==> config.mk <==
export PLATFORM = sky130hd
export DESIGN_NAME = stun_binding_response_parser
export DESIGN_NICKNAME = d
export VERILOG_FILES = /design/src/stunbrp_pkg.sv /design/src/stunbrp_cfg.sv /design/src/stunbrp_parser.sv /design/src/stunbrp_outreg.sv /design/src/stun_binding_response_parser.sv
export SDC_FILE = /design/constraint.sdc
export NUM_CORES = 1
export LEC_CHECK = 0
export ABC_AREA = 1
export BUFFER_PORTS_ARGS = -buffer_cell sky130_fd_sc_hd__buf_4
export CELL_PAD_IN_SITES_DETAIL_PLACEMENT = 0
export CELL_PAD_IN_SITES_GLOBAL_PLACEMENT = 2
export CORE_UTILIZATION = 38
export CTS_BUF_LIST = sky130_fd_sc_hd__clkbuf_2
export DETAILED_ROUTE_END_ITERATION = 12
export HOLD_SLACK_MARGIN = 0.03
export PLACE_DENSITY = 0.85
export SYNTH_ARGS = -nofsm -noshare
export SYNTH_HDL_FRONTEND = slang
export SYNTH_HIERARCHICAL = 1
export SYNTH_SLANG_ARGS = --single-unit
==> constraint.sdc <==
create_clock -name clk -period 8.63 [get_ports clk]
set_input_delay 0.863 -clock clk [delete_from_list [all_inputs] [get_ports clk]]
set_output_delay 0.863 -clock clk [all_outputs]
set_load 0.01 [all_outputs]
==> src/stunbrp_pkg.sv <==
// ----------------------------------------------------------------------------
// STUN binding response parser package
// Types, codes and constants shared by the parser modules and the checker.
// ----------------------------------------------------------------------------
package stunbrp_pkg;

  localparam int POS_W        = 17;
  localparam int AEND_W       = 18;
  localparam int CFG_INDEX_W  = 1;
  localparam int CFG_DATA_W   = 64;
  localparam int IN_TDATA_W   = 8;
  localparam int OUT_TDATA_W  = 152;

  localparam logic [POS_W-1:0]  POS_MAX       = 17'd131071;
  localparam logic [POS_W-1:0]  HDR_BYTES     = 17'd20;
  localparam logic [AEND_W-1:0] AEND_RESET    = 18'd24;
  localparam logic [31:0]       MAGIC_COOKIE  = 32'h2112A442;
  localparam logic [47:0]       XOR_MASK      = {MAGIC_COOKIE[31:16], MAGIC_COOKIE};
  localparam logic [7:0]        TOP_BITS_MASK = 8'hC0;
  localparam logic [7:0]        FAMILY_IPV4   = 8'h01;
  localparam logic [15:0]       MIN_ADDR_LEN  = 16'd8;

  localparam logic [15:0] MSG_BINDING_REQ = 16'h0001;
  localparam logic [15:0] MSG_BINDING_OK  = 16'h0101;
  localparam logic [15:0] ATTR_MAPPED     = 16'h0001;
  localparam logic [15:0] ATTR_XOR_MAPPED = 16'h0020;

  localparam logic [CFG_INDEX_W-1:0] CFG_ID_HIGH = 1'd0;
  localparam logic [CFG_INDEX_W-1:0] CFG_ID_LOW  = 1'd1;

  typedef enum logic [2:0] {
    ST_XOR_ADDR    = 3'd0,
    ST_PLAIN_ADDR  = 3'd1,
    ST_NOT_STUN    = 3'd2,
    ST_NOT_SUCCESS = 3'd3,
    ST_ID_MISMATCH = 3'd4,
    ST_NONE_FOUND  = 3'd5
  } status_t;

  typedef enum logic [1:0] {
    KIND_OTHER    = 2'd0,
    KIND_BIND_REQ = 2'd1,
    KIND_BIND_OK  = 2'd2
  } kind_t;

  // Packed so that status lands in the lowest bits.
  typedef struct packed {
    logic [63:0] id_low;
    logic [31:0] id_high;
    logic [15:0] mapped_port;
    logic [31:0] mapped_address;
    kind_t       message_kind;
    status_t     status;
  } result_t;

  localparam int RESULT_W = $bits(result_t);

  typedef struct packed {
    logic    valid;
    result_t result;
  } res_beat_t;

  function automatic logic [7:0] cookie_byte(input logic [1:0] idx);
    logic [7:0] v;
    case (idx)
      2'd0:    v = MAGIC_COOKIE[31:24];
      2'd1:    v = MAGIC_COOKIE[23:16];
      2'd2:    v = MAGIC_COOKIE[15:8];
      default: v = MAGIC_COOKIE[7:0];
    endcase
    return v;
  endfunction

  function automatic logic [16:0] pad4(input logic [15:0] len);
    logic [16:0] s;
    s = {1'b0, len} + 17'd3;
    return {s[16:2], 2'b00};
  endfunction

endpackage

==> src/stunbrp_cfg.sv <==
// ----------------------------------------------------------------------------
// STUN parser configuration registers
// Holds the expected transaction id written over the configuration channel.
// ----------------------------------------------------------------------------
module stunbrp_cfg import stunbrp_pkg::*; (
  input  logic                   clk,
  input  logic                   rst_n,
  input  logic                   cfg_valid,
  output logic                   cfg_ready,
  input  logic [CFG_INDEX_W-1:0] cfg_index,
  input  logic [CFG_DATA_W-1:0]  cfg_data,
  output logic [31:0]            exp_id_high,
  output logic [63:0]            exp_id_low
);

  logic [31:0] exp_id_high_r;
  logic [63:0] exp_id_low_r;

  assign cfg_ready   = 1'b1;
  assign exp_id_high = exp_id_high_r;
  assign exp_id_low  = exp_id_low_r;

  always_ff @(posedge clk) begin
    if (!rst_n) begin
      exp_id_high_r <= '0;
      exp_id_low_r  <= '0;
    end else if (cfg_valid && cfg_ready) begin
      case (cfg_index)
        CFG_ID_HIGH: exp_id_high_r <= cfg_data[31:0];
        CFG_ID_LOW:  exp_id_low_r  <= cfg_data;
        default: begin
        end
      endcase
    end
  end

endmodule

==> src/stunbrp_parser.sv <==
// ----------------------------------------------------------------------------
// STUN parser byte engine
// Registers each incoming beat, then updates the header capture and the
// attribute walk in one step, and forms the result on the final byte.
// ----------------------------------------------------------------------------
module stunbrp_parser import stunbrp_pkg::*; (
  input  logic                  clk,
  input  logic                  rst_n,
  input  logic                  in_tvalid,
  output logic                  in_tready,
  input  logic [IN_TDATA_W-1:0] in_tdata,
  input  logic                  in_tlast,
  input  logic [31:0]           exp_id_high,
  input  logic [63:0]           exp_id_low,
  input  logic                  out_free,
  output res_beat_t             res
);

  logic             s1_valid_r;
  logic [7:0]       s1_byte_r;
  logic             s1_last_r;

  logic [POS_W-1:0]  pos_r, pos_nxt;
  logic [15:0]       mtype_r, mtype_nxt;
  logic [15:0]       dlen_r, dlen_nxt;
  logic [1:0]        hflags_r, hflags_nxt;
  logic [31:0]       idu_r, idu_nxt;
  logic [63:0]       idl_r, idl_nxt;
  logic [31:0]       ahdr_r, ahdr_nxt;
  logic [AEND_W-1:0] aend_r, aend_nxt;
  logic [15:0]       voff_r, voff_nxt;
  logic              in_value_r, in_value_nxt;
  logic              stop_r, stop_nxt;
  logic              plain_found_r, plain_found_nxt;
  logic              xor_found_r, xor_found_nxt;
  logic              fam_r, fam_nxt;
  logic [47:0]       pend_r, pend_nxt;
  logic [47:0]       plain_ep_r, plain_ep_nxt;
  logic [47:0]       xor_ep_r, xor_ep_nxt;

  logic              go;
  logic [7:0]        b;
  logic [POS_W-1:0]  limit;
  logic [31:0]       hdr_new;
  logic [15:0]       alen;
  logic [16:0]       vpad;
  logic [16:0]       voff_inc;
  logic              stun;
  result_t           result;

  assign go        = s1_valid_r && (!s1_last_r || out_free);
  assign in_tready = !s1_valid_r || go;
  assign b         = s1_byte_r;

  always_ff @(posedge clk) begin
    if (!rst_n) begin
      s1_valid_r <= 1'b0;
    end else if (in_tvalid && in_tready) begin
      s1_valid_r <= 1'b1;
    end else if (go) begin
      s1_valid_r <= 1'b0;
    end
  end

  always_ff @(posedge clk) begin
    if (in_tvalid && in_tready) begin
      s1_byte_r <= in_tdata;
      s1_last_r <= in_tlast;
    end
  end

  always_comb begin
    pos_nxt         = (pos_r == POS_MAX) ? pos_r : pos_r + 17'd1;
    mtype_nxt       = mtype_r;
    dlen_nxt        = dlen_r;
    hflags_nxt      = hflags_r;
    idu_nxt         = idu_r;
    idl_nxt         = idl_r;
    ahdr_nxt        = ahdr_r;
    aend_nxt        = aend_r;
    voff_nxt        = voff_r;
    in_value_nxt    = in_value_r;
    stop_nxt        = stop_r;
    plain_found_nxt = plain_found_r;
    xor_found_nxt   = xor_found_r;
    fam_nxt         = fam_r;
    pend_nxt        = pend_r;
    plain_ep_nxt    = plain_ep_r;
    xor_ep_nxt      = xor_ep_r;
    limit           = {1'b0, dlen_r} + HDR_BYTES;
    hdr_new         = {ahdr_r[23:0], b};
    alen            = hdr_new[15:0];
    vpad            = pad4(ahdr_r[15:0]);
    voff_inc        = {1'b0, voff_r} + 17'd1;

    if (pos_r < 17'd2) begin
      mtype_nxt = {mtype_r[7:0], b};
      if (pos_r == 17'd0 && (b & TOP_BITS_MASK) != 8'd0) begin
        hflags_nxt[0] = 1'b1;
      end
    end else if (pos_r < 17'd4) begin
      dlen_nxt = {dlen_r[7:0], b};
    end else if (pos_r < 17'd8) begin
      if (b != cookie_byte(pos_r[1:0])) begin
        hflags_nxt[1] = 1'b1;
      end
    end else if (pos_r < 17'd12) begin
      idu_nxt = {idu_r[23:0], b};
    end else if (pos_r < HDR_BYTES) begin
      idl_nxt = {idl_r[55:0], b};
    end else if (pos_r < limit && !stop_r && !xor_found_r) begin
      if (!in_value_r) begin
        ahdr_nxt = hdr_new;
        if ({1'b0, pos_r} + 18'd1 == aend_r) begin
          if ({1'b0, aend_r} + {3'b0, alen} > {2'b0, limit}) begin
            stop_nxt = 1'b1;
          end else if (alen == 16'd0) begin
            aend_nxt = aend_r + 18'd4;
          end else begin
            aend_nxt     = aend_r + {1'b0, pad4(alen)};
            pend_nxt     = '0;
            in_value_nxt = 1'b1;
            fam_nxt      = 1'b0;
            voff_nxt     = '0;
          end
        end
      end else begin
        if (voff_r == 16'd1 && b == FAMILY_IPV4) begin
          fam_nxt = 1'b1;
        end
        if (voff_r >= 16'd2 && voff_r <= 16'd7) begin
          pend_nxt = {pend_r[39:0], b};
        end
        if (voff_inc == {1'b0, ahdr_r[15:0]} && ahdr_r[15:0] >= MIN_ADDR_LEN && fam_r) begin
          if (ahdr_r[31:16] == ATTR_XOR_MAPPED) begin
            xor_ep_nxt    = pend_nxt ^ XOR_MASK;
            xor_found_nxt = 1'b1;
          end else if (ahdr_r[31:16] == ATTR_MAPPED) begin
            plain_ep_nxt    = pend_nxt;
            plain_found_nxt = 1'b1;
          end
        end
        if (voff_inc == vpad) begin
          in_value_nxt = 1'b0;
          ahdr_nxt     = '0;
          aend_nxt     = {1'b0, pos_r} + 18'd5;
        end
        voff_nxt = voff_r + 16'd1;
      end
    end
  end

  always_comb begin
    result                = '0;
    result.status         = ST_NOT_STUN;
    result.message_kind   = KIND_OTHER;
    stun = (pos_nxt >= HDR_BYTES) && (hflags_nxt == 2'b00);
    if (stun) begin
      result.id_high = idu_nxt;
      result.id_low  = idl_nxt;
      if (mtype_nxt == MSG_BINDING_REQ) begin
        result.message_kind = KIND_BIND_REQ;
      end else if (mtype_nxt == MSG_BINDING_OK) begin
        result.message_kind = KIND_BIND_OK;
      end
      if (mtype_nxt != MSG_BINDING_OK) begin
        result.status = ST_NOT_SUCCESS;
      end else if (idu_nxt != exp_id_high || idl_nxt != exp_id_low) begin
        result.status = ST_ID_MISMATCH;
      end else if (xor_found_nxt) begin
        result.status         = ST_XOR_ADDR;
        result.mapped_port    = xor_ep_nxt[47:32];
        result.mapped_address = xor_ep_nxt[31:0];
      end else if (plain_found_nxt) begin
        result.status         = ST_PLAIN_ADDR;
        result.mapped_port    = plain_ep_nxt[47:32];
        result.mapped_address = plain_ep_nxt[31:0];
      end else begin
        result.status = ST_NONE_FOUND;
      end
    end
  end

  assign res.valid  = go && s1_last_r;
  assign res.result = result;

  always_ff @(posedge clk) begin
    if (!rst_n || (go && s1_last_r)) begin
      pos_r         <= '0;
      mtype_r       <= '0;
      dlen_r        <= '0;
      hflags_r      <= '0;
      idu_r         <= '0;
      idl_r         <= '0;
      ahdr_r        <= '0;
      aend_r        <= AEND_RESET;
      voff_r        <= '0;
      in_value_r    <= 1'b0;
      stop_r        <= 1'b0;
      plain_found_r <= 1'b0;
      xor_found_r   <= 1'b0;
      fam_r         <= 1'b0;
      pend_r        <= '0;
      plain_ep_r    <= '0;
      xor_ep_r      <= '0;
    end else if (go) begin
      pos_r         <= pos_nxt;
      mtype_r       <= mtype_nxt;
      dlen_r        <= dlen_nxt;
      hflags_r      <= hflags_nxt;
      idu_r         <= idu_nxt;
      idl_r         <= idl_nxt;
      ahdr_r        <= ahdr_nxt;
      aend_r        <= aend_nxt;
      voff_r        <= voff_nxt;
      in_value_r    <= in_value_nxt;
      stop_r        <= stop_nxt;
      plain_found_r <= plain_found_nxt;
      xor_found_r   <= xor_found_nxt;
      fam_r         <= fam_nxt;
      pend_r        <= pend_nxt;
      plain_ep_r    <= plain_ep_nxt;
      xor_ep_r      <= xor_ep_nxt;
    end
  end

endmodule

==> src/stunbrp_outreg.sv <==
// ----------------------------------------------------------------------------
// STUN parser result register
// Holds one result beat until the downstream side takes it.
// ----------------------------------------------------------------------------
module stunbrp_outreg import stunbrp_pkg::*; (
  input  logic                   clk,
  input  logic                   rst_n,
  input  res_beat_t              res,
  output logic                   out_free,
  output logic                   out_tvalid,
  input  logic                   out_tready,
  output logic [OUT_TDATA_W-1:0] out_tdata
);

  logic    out_valid_r;
  result_t out_res_r;

  assign out_free   = !out_valid_r || out_tready;
  assign out_tvalid = out_valid_r;
  assign out_tdata  = {{(OUT_TDATA_W - RESULT_W){1'b0}}, out_res_r};

  always_ff @(posedge clk) begin
    if (!rst_n) begin
      out_valid_r <= 1'b0;
    end else if (res.valid) begin
      out_valid_r <= 1'b1;
    end else if (out_tready) begin
      out_valid_r <= 1'b0;
    end
  end

  always_ff @(posedge clk) begin
    if (res.valid) begin
      out_res_r <= res.result;
    end
  end

endmodule

==> src/stun_binding_response_parser.sv <==
// A result beat is offered from the result register once the beat carrying the last byte has passed the input register.
// Throughput: one datagram byte per cycle while the byte engine is not stalled, including back-to-back datagrams.
// The byte engine stalls only when a last byte meets a result still waiting downstream.
// Reset clears the expected id to zero and returns the parser to the start of a datagram.
// ----------------------------------------------------------------------------
// STUN binding response parser
// Parses a datagram byte stream, checks the STUN header and transaction id,
// and reports the reflexive IPv4 address of a binding success response.
// ----------------------------------------------------------------------------
module stun_binding_response_parser import stunbrp_pkg::*; (
  input  logic                   clk,
  input  logic                   rst_n,
  input  logic                   in_tvalid,
  output logic                   in_tready,
  input  logic [IN_TDATA_W-1:0]  in_tdata,   // [7:0] data_byte
  input  logic                   in_tlast,
  output logic                   out_tvalid,
  input  logic                   out_tready,
  // [2:0] status, [4:3] message_kind, [36:5] mapped_address,
  // [52:37] mapped_port, [84:53] id_high, [148:85] id_low
  output logic [OUT_TDATA_W-1:0] out_tdata,
  input  logic                   cfg_valid,
  output logic                   cfg_ready,
  input  logic [CFG_INDEX_W-1:0] cfg_index,
  input  logic [CFG_DATA_W-1:0]  cfg_data
);

  logic [31:0] exp_id_high;
  logic [63:0] exp_id_low;
  logic        out_free;
  res_beat_t   res;

  stunbrp_cfg u_cfg (
    .clk         (clk),
    .rst_n       (rst_n),
    .cfg_valid   (cfg_valid),
    .cfg_ready   (cfg_ready),
    .cfg_index   (cfg_index),
    .cfg_data    (cfg_data),
    .exp_id_high (exp_id_high),
    .exp_id_low  (exp_id_low)
  );

  stunbrp_parser u_parser (
    .clk         (clk),
    .rst_n       (rst_n),
    .in_tvalid   (in_tvalid),
    .in_tready   (in_tready),
    .in_tdata    (in_tdata),
    .in_tlast    (in_tlast),
    .exp_id_high (exp_id_high),
    .exp_id_low  (exp_id_low),
    .out_free    (out_free),
    .res         (res)
  );

  stunbrp_outreg u_outreg (
    .clk        (clk),
    .rst_n      (rst_n),
    .res        (res),
    .out_free   (out_free),
    .out_tvalid (out_tvalid),
    .out_tready (out_tready),
    .out_tdata  (out_tdata)
  );

endmodule

==> results.cfg, run 1 <==
[global_route]
met3_usage_pct = 3.98
busiest_layer = met2
use_met2_pct = 48.4
grt_util_all_layers_pct = 28.0
grt_antenna_before_repair = 2
grt_pass1_wl_um = 204000
grt_max_degree = 94
grtUsageMet1_pct = 35.3
grt_overflow_total = 0
grt_pass1_vias = 33603

[detailed_routing]
first_pass_iters = 8
routedWlPerCell_um = 18.9
via_per_inst = 5.07
drtAntennaViolNets = 0
drt_wl_total_um = 134000
vias = 35899
dr.first_iter.drc_count = 2746
drc = 0

[synthesis]
synthCells = 5360
netlist_area_um2 = 35600
ys_seq_area_share_pct = 39.2
synth.distinct_cells = 63
synthFlopType = dfxtp_1
ys_ff_latch = 618
syn_area_per_cell_um2 = 6.65
yosysWarnings = 6
synthArstFlopShare_pct = 0
synth_edf_count = 158

[finish]
nNetsFinal = 5838
stdcell_area_um2 = 41500
area_growth_syn_to_layout_pct = 16.4
layout-drive-gt1-share_pct = 11.0

[clock_network]
clk_latency_ns = 1.41
cts_setup_buffers = 0
cts_sinks = 618
htree_levels = 4
hold_buffers = 170
cts_root_buffer = clkbuf_2
cts_made_buffers = 177
clk_pin_slew_ns = 0.11
cts_tree = done
post_cts_resized = 0
clock_path_buffers = 3

[place]
placed_cell_area_um2 = 38100
port_buffers = 229
place_ws_ns = 2.70
dp_hpwl_um = 90000
gp_congestion = 0.918

[floorplanning]
fp-row-count = 111
fp.dieW_um = 308
initial_core_util_pct = 38.6
core_area_um2 = 92200
die_area_um2 = 95000
io-pin-count = 234
die_y_um = 308

[run_status]
status = completed

[setup_path]
rrSetupSlack_ns = 2.66
r2r_end = u_parser/voff_r[10]
critPathKind = flop to flop
start_kind = flop
crit_arrival_ns = 7.26
r2r_start = u_parser/dlen_r[2]
worstPathRequired_ns = 9.92
cp-end-kind = flop
r2r_cells = 16
critPathMaxFanout = 57

[power_and_ir_drop]
ir_drop_uv = 116
leakage_nw = 19.2
power.internal_mw = 4.67
seq_power_share_pct = 44.0
p_sw_share_pct = 37.0
p_comb_share_pct = 24.0
powerDensity_nw_per_um2 = 179
clkPwrFrac_pct = 31.9
netSwitchingPower_mw = 2.74

[sta]
finalCritPeriodShare_pct = 69.2
tightest_slew_ns = 1.17
maxSlewViolCount = 0
finalHoldViolations = 0
setup_violations = 0
maxSlewHeadroom_pct = 22.0
setup_tns_ns = 0
min_period_ns = 5.97
fmax_mhz = 167
rsz0062_at_grt = no
timing.final.ws_setup_ns = 2.66
finClkSkew_ns = 0.0956

[run]
maxCapViolations = 0

[min_path]
hold_path.class = input port to flop
hp-start = cfg_data[54]
hold_path_end = u_cfg/exp_id_low[54]
holdPathStages = 4
==> worst max-delay path, cell delays in order (launching register included) <==
cell      delay (ns)
dfxtp_1         0.57
ha_1            0.25
nor2_1          0.05
nor2_1          0.15
nand3_1         0.16
nor4_1          0.50
nand4_1         0.35
ha_1            0.41
nand4_1         0.10
o2111a_1        0.29
a21boi_4        0.86
nand2_1         0.44
nor2_4          0.16
buf_4           0.60
inv_1           0.45
or2_0           0.32
a21oi_1         0.15
==> worst max path at each step <==
stage / from / end / slack (ns) / depth (start not counted)
after global routing: u_parser/pos_r[8] / u_outreg/out_tdata[6] / 2.19 / 20
after CTS: u_parser/dlen_r[2] / u_parser/pend_r[1] / 2.62 / 16
after detailed placement: u_parser/dlen_r[2] / u_parser/pend_r[1] / 2.70 / 16
after floorplan: out_tready / u_outreg/out_tvalid / 3.82 / 8
final: u_parser/dlen_r[2] / u_parser/voff_r[10] / 2.66 / 16
after global placement: u_parser/dlen_r[2] / u_parser/voff_r[8] / 2.75 / 16
==> stage by stage <==
step	hold WS [ns]	util (%)	cells	power [mW]
after floorplan	0.430	-	5362	4.41
after global placement	0.448	41.3	6579	5.03
after detailed placement	0.452	41.3	6579	5.03
after CTS	0.0318	45.0	7072	7.50
after global routing	0.170	45.0	7076	7.86
final	0.322	45.0	7077	7.41
==> flip-flops by register name, indices dropped and copies added (netlist names), 17 cells and up <==
name and flops:
u_outreg/out_tdata 149, u_cfg/exp_id_low 64, u_parser/idl_r 64, u_parser/pend_r 48, u_parser/plain_ep_r 48, u_parser/xor_ep_r 48
u_cfg/exp_id_high 32, u_parser/ahdr_r 32, u_parser/idu_r 32, u_parser/aend_r 18, u_parser/pos_r 17
==> power groups by stage <==
stage	Combinational, mW	Clock, mW	Sequential [mW]
floorplan	1.13	0	3.29
global placement	1.70	0	3.33
detailed placement	1.70	0	3.33
CTS	1.77	2.47	3.26
global route	1.97	2.61	3.28
finish	1.78	2.37	3.26
==> cells in the final DEF, fill, tap and decap left out, drive strengths merged, types with 2 or more instances in the layout <==
cell / synthesis / layout
o21ai: 523 / 523
dfxtp: 460 / 460
xnor2: 15 / 15
edfxtp: 158 / 158
buf: 108 / 280
mux2i: 4 / 4
clkbuf: 198 / 274
a21oi: 420 / 420
nor4: 16 / 16
dlygate4sd3: 0 / 170
diode: 0 / 5
o211ai: 19 / 19
o21a: 2 / 2
and3: 4 / 4
clkinvlp: 0 / 3
nand3: 292 / 292
xor2: 68 / 68
nand4: 83 / 83
o22ai: 4 / 4
bufinv: 0 / 5
clkinv: 3 / 40
or2: 16 / 16
nand3b: 76 / 76
nand2: 1437 / 1437
inv: 559 / 563
nor3: 55 / 55
and2: 2 / 2
a21boi: 3 / 3
ha: 72 / 72
a211oi: 4 / 4
o21bai: 5 / 5
a31oi: 6 / 6
conb: 2 / 4
fa: 2 / 2
a21o: 3 / 3
nor2: 731 / 731
==> per-layer routing <==
metal | part of all wire, % | vias to the layer above
met3 | 4.7 | 188
met5 | 0 | -
li1 | - | 18088
met1 | 44 | 16627
met2 | 49 | 996
met4 | 2.5 | 0
==> cell type report <==
cell class,instances,area (um2)
fillers,9942,50700
multi-input cells,3876,18300
flip-flops and latches,618,14000
well taps,1243,1560
diodes,5,12.5
clock inverters,49,350
repair buffers,450,3800
inverters,562,2120
clock buffers,274,1370
==> synth_stat cells, types with 3 or more instances <==
master    count  area [um2]
nand2_1    1432        5380
nor2_1      719        2700
inv_1       540        2030
o21ai_0     483        2420
dfxtp_1     460        9210
a21oi_1     419        2100
nand3_1     291        1460
clkbuf_1    197         739
edfxtp_1    158        4740
nand4_1      81         507
buf_2        76         380
nand3b_1     76         571
ha_1         72         901
xor2_1       68         596
nor3_1       54         270
o21ai_1      40         200
inv_2        19        71.3
o211ai_1     19         143
buf_4        17         128
nor4_1       14        87.6
xnor2_1      14         123
buf_1         9        33.8
or2_0         8        50.1
or2_2         7        43.8
a31oi_1       6        37.5
buf_6         6        67.6
nor2_2        6        37.5
nor2_4        6        67.6
nand2_2       5        31.3
a211oi_1      4        30.0
and3_1        4        25.0
mux2i_1       4        40.0
o21bai_1      4        30.0
o22ai_1       4        25.0
a21o_1        3        22.5
==> cell families after synthesis <==
group	share of synthesized area [%]
adder cells (fa/ha/maj)	2.64
XOR/XNOR	2.12
multiplexers	0.144
buffers and inverters	9.73
other	0.0211
flip-flops	39.2
AO/OA/AOI/OAI	14.4
AND/OR/NAND/NOR	31.8
(Power assumes the default switching activity.)
==> inputs of run 2 (changes only) <==
--- a/config.mk
+++ b/config.mk
@@ -9,11 +9,11 @@
 export BUFFER_PORTS_ARGS = -buffer_cell sky130_fd_sc_hd__buf_4
 export CELL_PAD_IN_SITES_DETAIL_PLACEMENT = 0
 export CELL_PAD_IN_SITES_GLOBAL_PLACEMENT = 2
-export CORE_UTILIZATION = 38
+export CORE_UTILIZATION = 35
 export CTS_BUF_LIST = sky130_fd_sc_hd__clkbuf_2
 export DETAILED_ROUTE_END_ITERATION = 12
 export HOLD_SLACK_MARGIN = 0.03
-export PLACE_DENSITY = 0.85
+export PLACE_DENSITY = 0.79
 export SYNTH_ARGS = -nofsm -noshare
 export SYNTH_HDL_FRONTEND = slang
 export SYNTH_HIERARCHICAL = 1
==> constraint.sdc (replaced) <==
create_clock -name clk -period 6.23 [get_ports clk]
set_input_delay 0.623 -clock clk [delete_from_list [all_inputs] [get_ports clk]]
set_output_delay 0.623 -clock clk [all_outputs]
set_load 0.01 [all_outputs]
==> results.cfg, run 2 (synthesis results as in run 1) <==
[finish]
layout-drive-gt1-share_pct = 11.1
largest_reg_flops = 149
nNetsFinal = 5929
final_cell_mix = nand2_1 (1429), nor2_1 (716), inv_1 (538), o21ai_0 (483), dfxtp_1 (460)
area_growth_syn_to_layout_pct = 19.6
final_util_pct = 42.4
final_common_cell = nand2_1

[floorplanning]
die_area_um2 = 103000
die_y_um = 321
io-pin-count = 234
fp.dieW_um = 321
initial_core_util_pct = 35.5
fp-row-count = 116
core_area_um2 = 100000

[detailed_routing]
drtAntennaViolNets = 0
first_pass_iters = 6
drt_wl_total_um = 137000
drc = 0
routedWlPerCell_um = 18.8
via_per_inst = 4.97
dr.first_iter.drc_count = 2385
vias = 36253

[sta]
fmax_mhz = 199
finalCritPeriodShare_pct = 80.5
setup_violations = 0
maxSlewViolCount = 0
min_period_ns = 5.02
rsz0062_at_grt = no
finClkSkew_ns = 0.135
tightest_slew_ns = 1.15
whs_ns = 0.267
setup_tns_ns = 0
finalHoldViolations = 0
maxSlewHeadroom_pct = 23.2

[clock_network]
cts_setup_buffers = 0
clock_path_buffers = 3
cts_tree = done
post_cts_resized = 0
htree_levels = 4
cts_sinks = 618
clk_latency_ns = 1.55
cts_root_buffer = clkbuf_2
cts_made_buffers = 179
clk_pin_slew_ns = 0.11

[run_status]
status = completed

[power_and_ir_drop]
ir_drop_uv = 183
powerDensity_nw_per_um2 = 244
leakage_nw = 19.6
total_power_mw = 10.4

[setup_path]
r2r_start = u_parser/pos_r[7]
worstPathCellList = clkinv_2 > nand4_4 > nor2_4 > nand2_4 > nor2_1 > nand3_1 > nand2_1 > xor2_1 > nor2_1 > nand2_1 > nor2_1 > nand2_1 > nor2_2 > nand3_1 > nor2_4 > buf_12 > nand2_1 > nor2_1
critical_path.top_delay_family = simple AND/OR/NAND/NOR gates
startpoint = u_parser/pos_r[7]
critPathMaxFanout = 48
r2r_cells = 18
cp-end-kind = flop
worstPathRequired_ns = 7.54
worst-path-stages = 18
critPathKind = flop to flop
cp_num_buf_inv = 2
max_stage_delay_ns = 0.95
start_kind = flop
crit_arrival_ns = 6.33
crit_slowest_cell = nor2_1

[min_path]
hp-start = cfg_valid
holdPathStages = 6
hold_path.class = input port to flop

[global_route]
grt_util_all_layers_pct = 26.3
grt_pass1_vias = 34361
grt_antenna_before_repair = 3
grt_overflow_total = 0
grt_pass1_wl_um = 208000
grt_max_degree = 130

[run]
maxCapViolations = 0

[place]
port_buffers = 229
dp_hpwl_um = 91600
gp_congestion = 0.875
==> run 2: cell count changes in the layout (fill, tap and decap cells not counted), moves of 2 or more <==
cell           change
buf_12             +6
buf_4              +7
clkbuf_2           +2
clkinv_1           +8
diode_2            -3
dlygate4sd3_1     +76
inv_6              +2
==> run 2: report_power, final <==
part	internal (mW)	leakage (nW)	switching [mW]	total, mW
Sequential	4.35	5.32	0.174	4.52
Clock	1.41	1.33	1.95	3.36
Combinational	0.793	13.0	1.74	2.53
==> run 2: worst reg2reg max path: stages (launching register included) <==
cell,delay [ns]
dfxtp_1,0.49
clkinv_2,0.20
nand4_4,0.20
nor2_4,0.47
nand2_4,0.33
nor2_1,0.96
nand3_1,0.31
nand2_1,0.22
xor2_1,0.14
nor2_1,0.15
nand2_1,0.08
nor2_1,0.14
nand2_1,0.08
nor2_2,0.22
nand3_1,0.17
nor2_4,0.15
buf_12,0.30
nand2_1,0.10
nor2_1,0.10
==> run 2: final timing paths <==
path,to,slack [ns]
max,u_outreg/out_tdata[26],1.21
min,u_cfg/exp_id_high[17],0.27
max reg2reg,u_outreg/out_tdata[26],1.21
min reg2reg,u_parser/plain_found_r,0.46
==> run 2: per-stage QoR <==
stage / worst slack, ns / cell area, um2 / std cells
global route: 0.864 / 42600 / 7288
CTS: 1.20 / 42600 / 7286
floorplan: 1.66 / 35600 / 5362
detailed placement: 1.28 / 38400 / 6706
global placement: 1.28 / 38400 / 6706
finish: 1.21 / 42600 / 7288
==> run 2: per-layer routing <==
metal  vias to the layer above  global-route usage (%)  share of wire (%)
li1                      18295                       -                  -
met1                     16727                    34.2                 45
met2                       992                    43.2                 46
met3                       239                    4.11                5.1
met4                         0                    11.2                3.8
met5                         -                       0                  0
==> run 2: final cells by class <==
type	instances	area (um2)
fill	10870	57800
clock inverter	58	397
inverter	562	2120
tap	1357	1700
clock buffer	276	1380
antenna	2	5.00
sequential	618	14000
multi-input combinational	3876	18300
timing repair buffer	539	4740
==> run 2: timing repair <==
item | 4_1_cts | 5_1_grt
hold endpoints to repair | 179 | 0
endpoints found under the setup margin | 0 | 0
hold buffers | 246 | 0
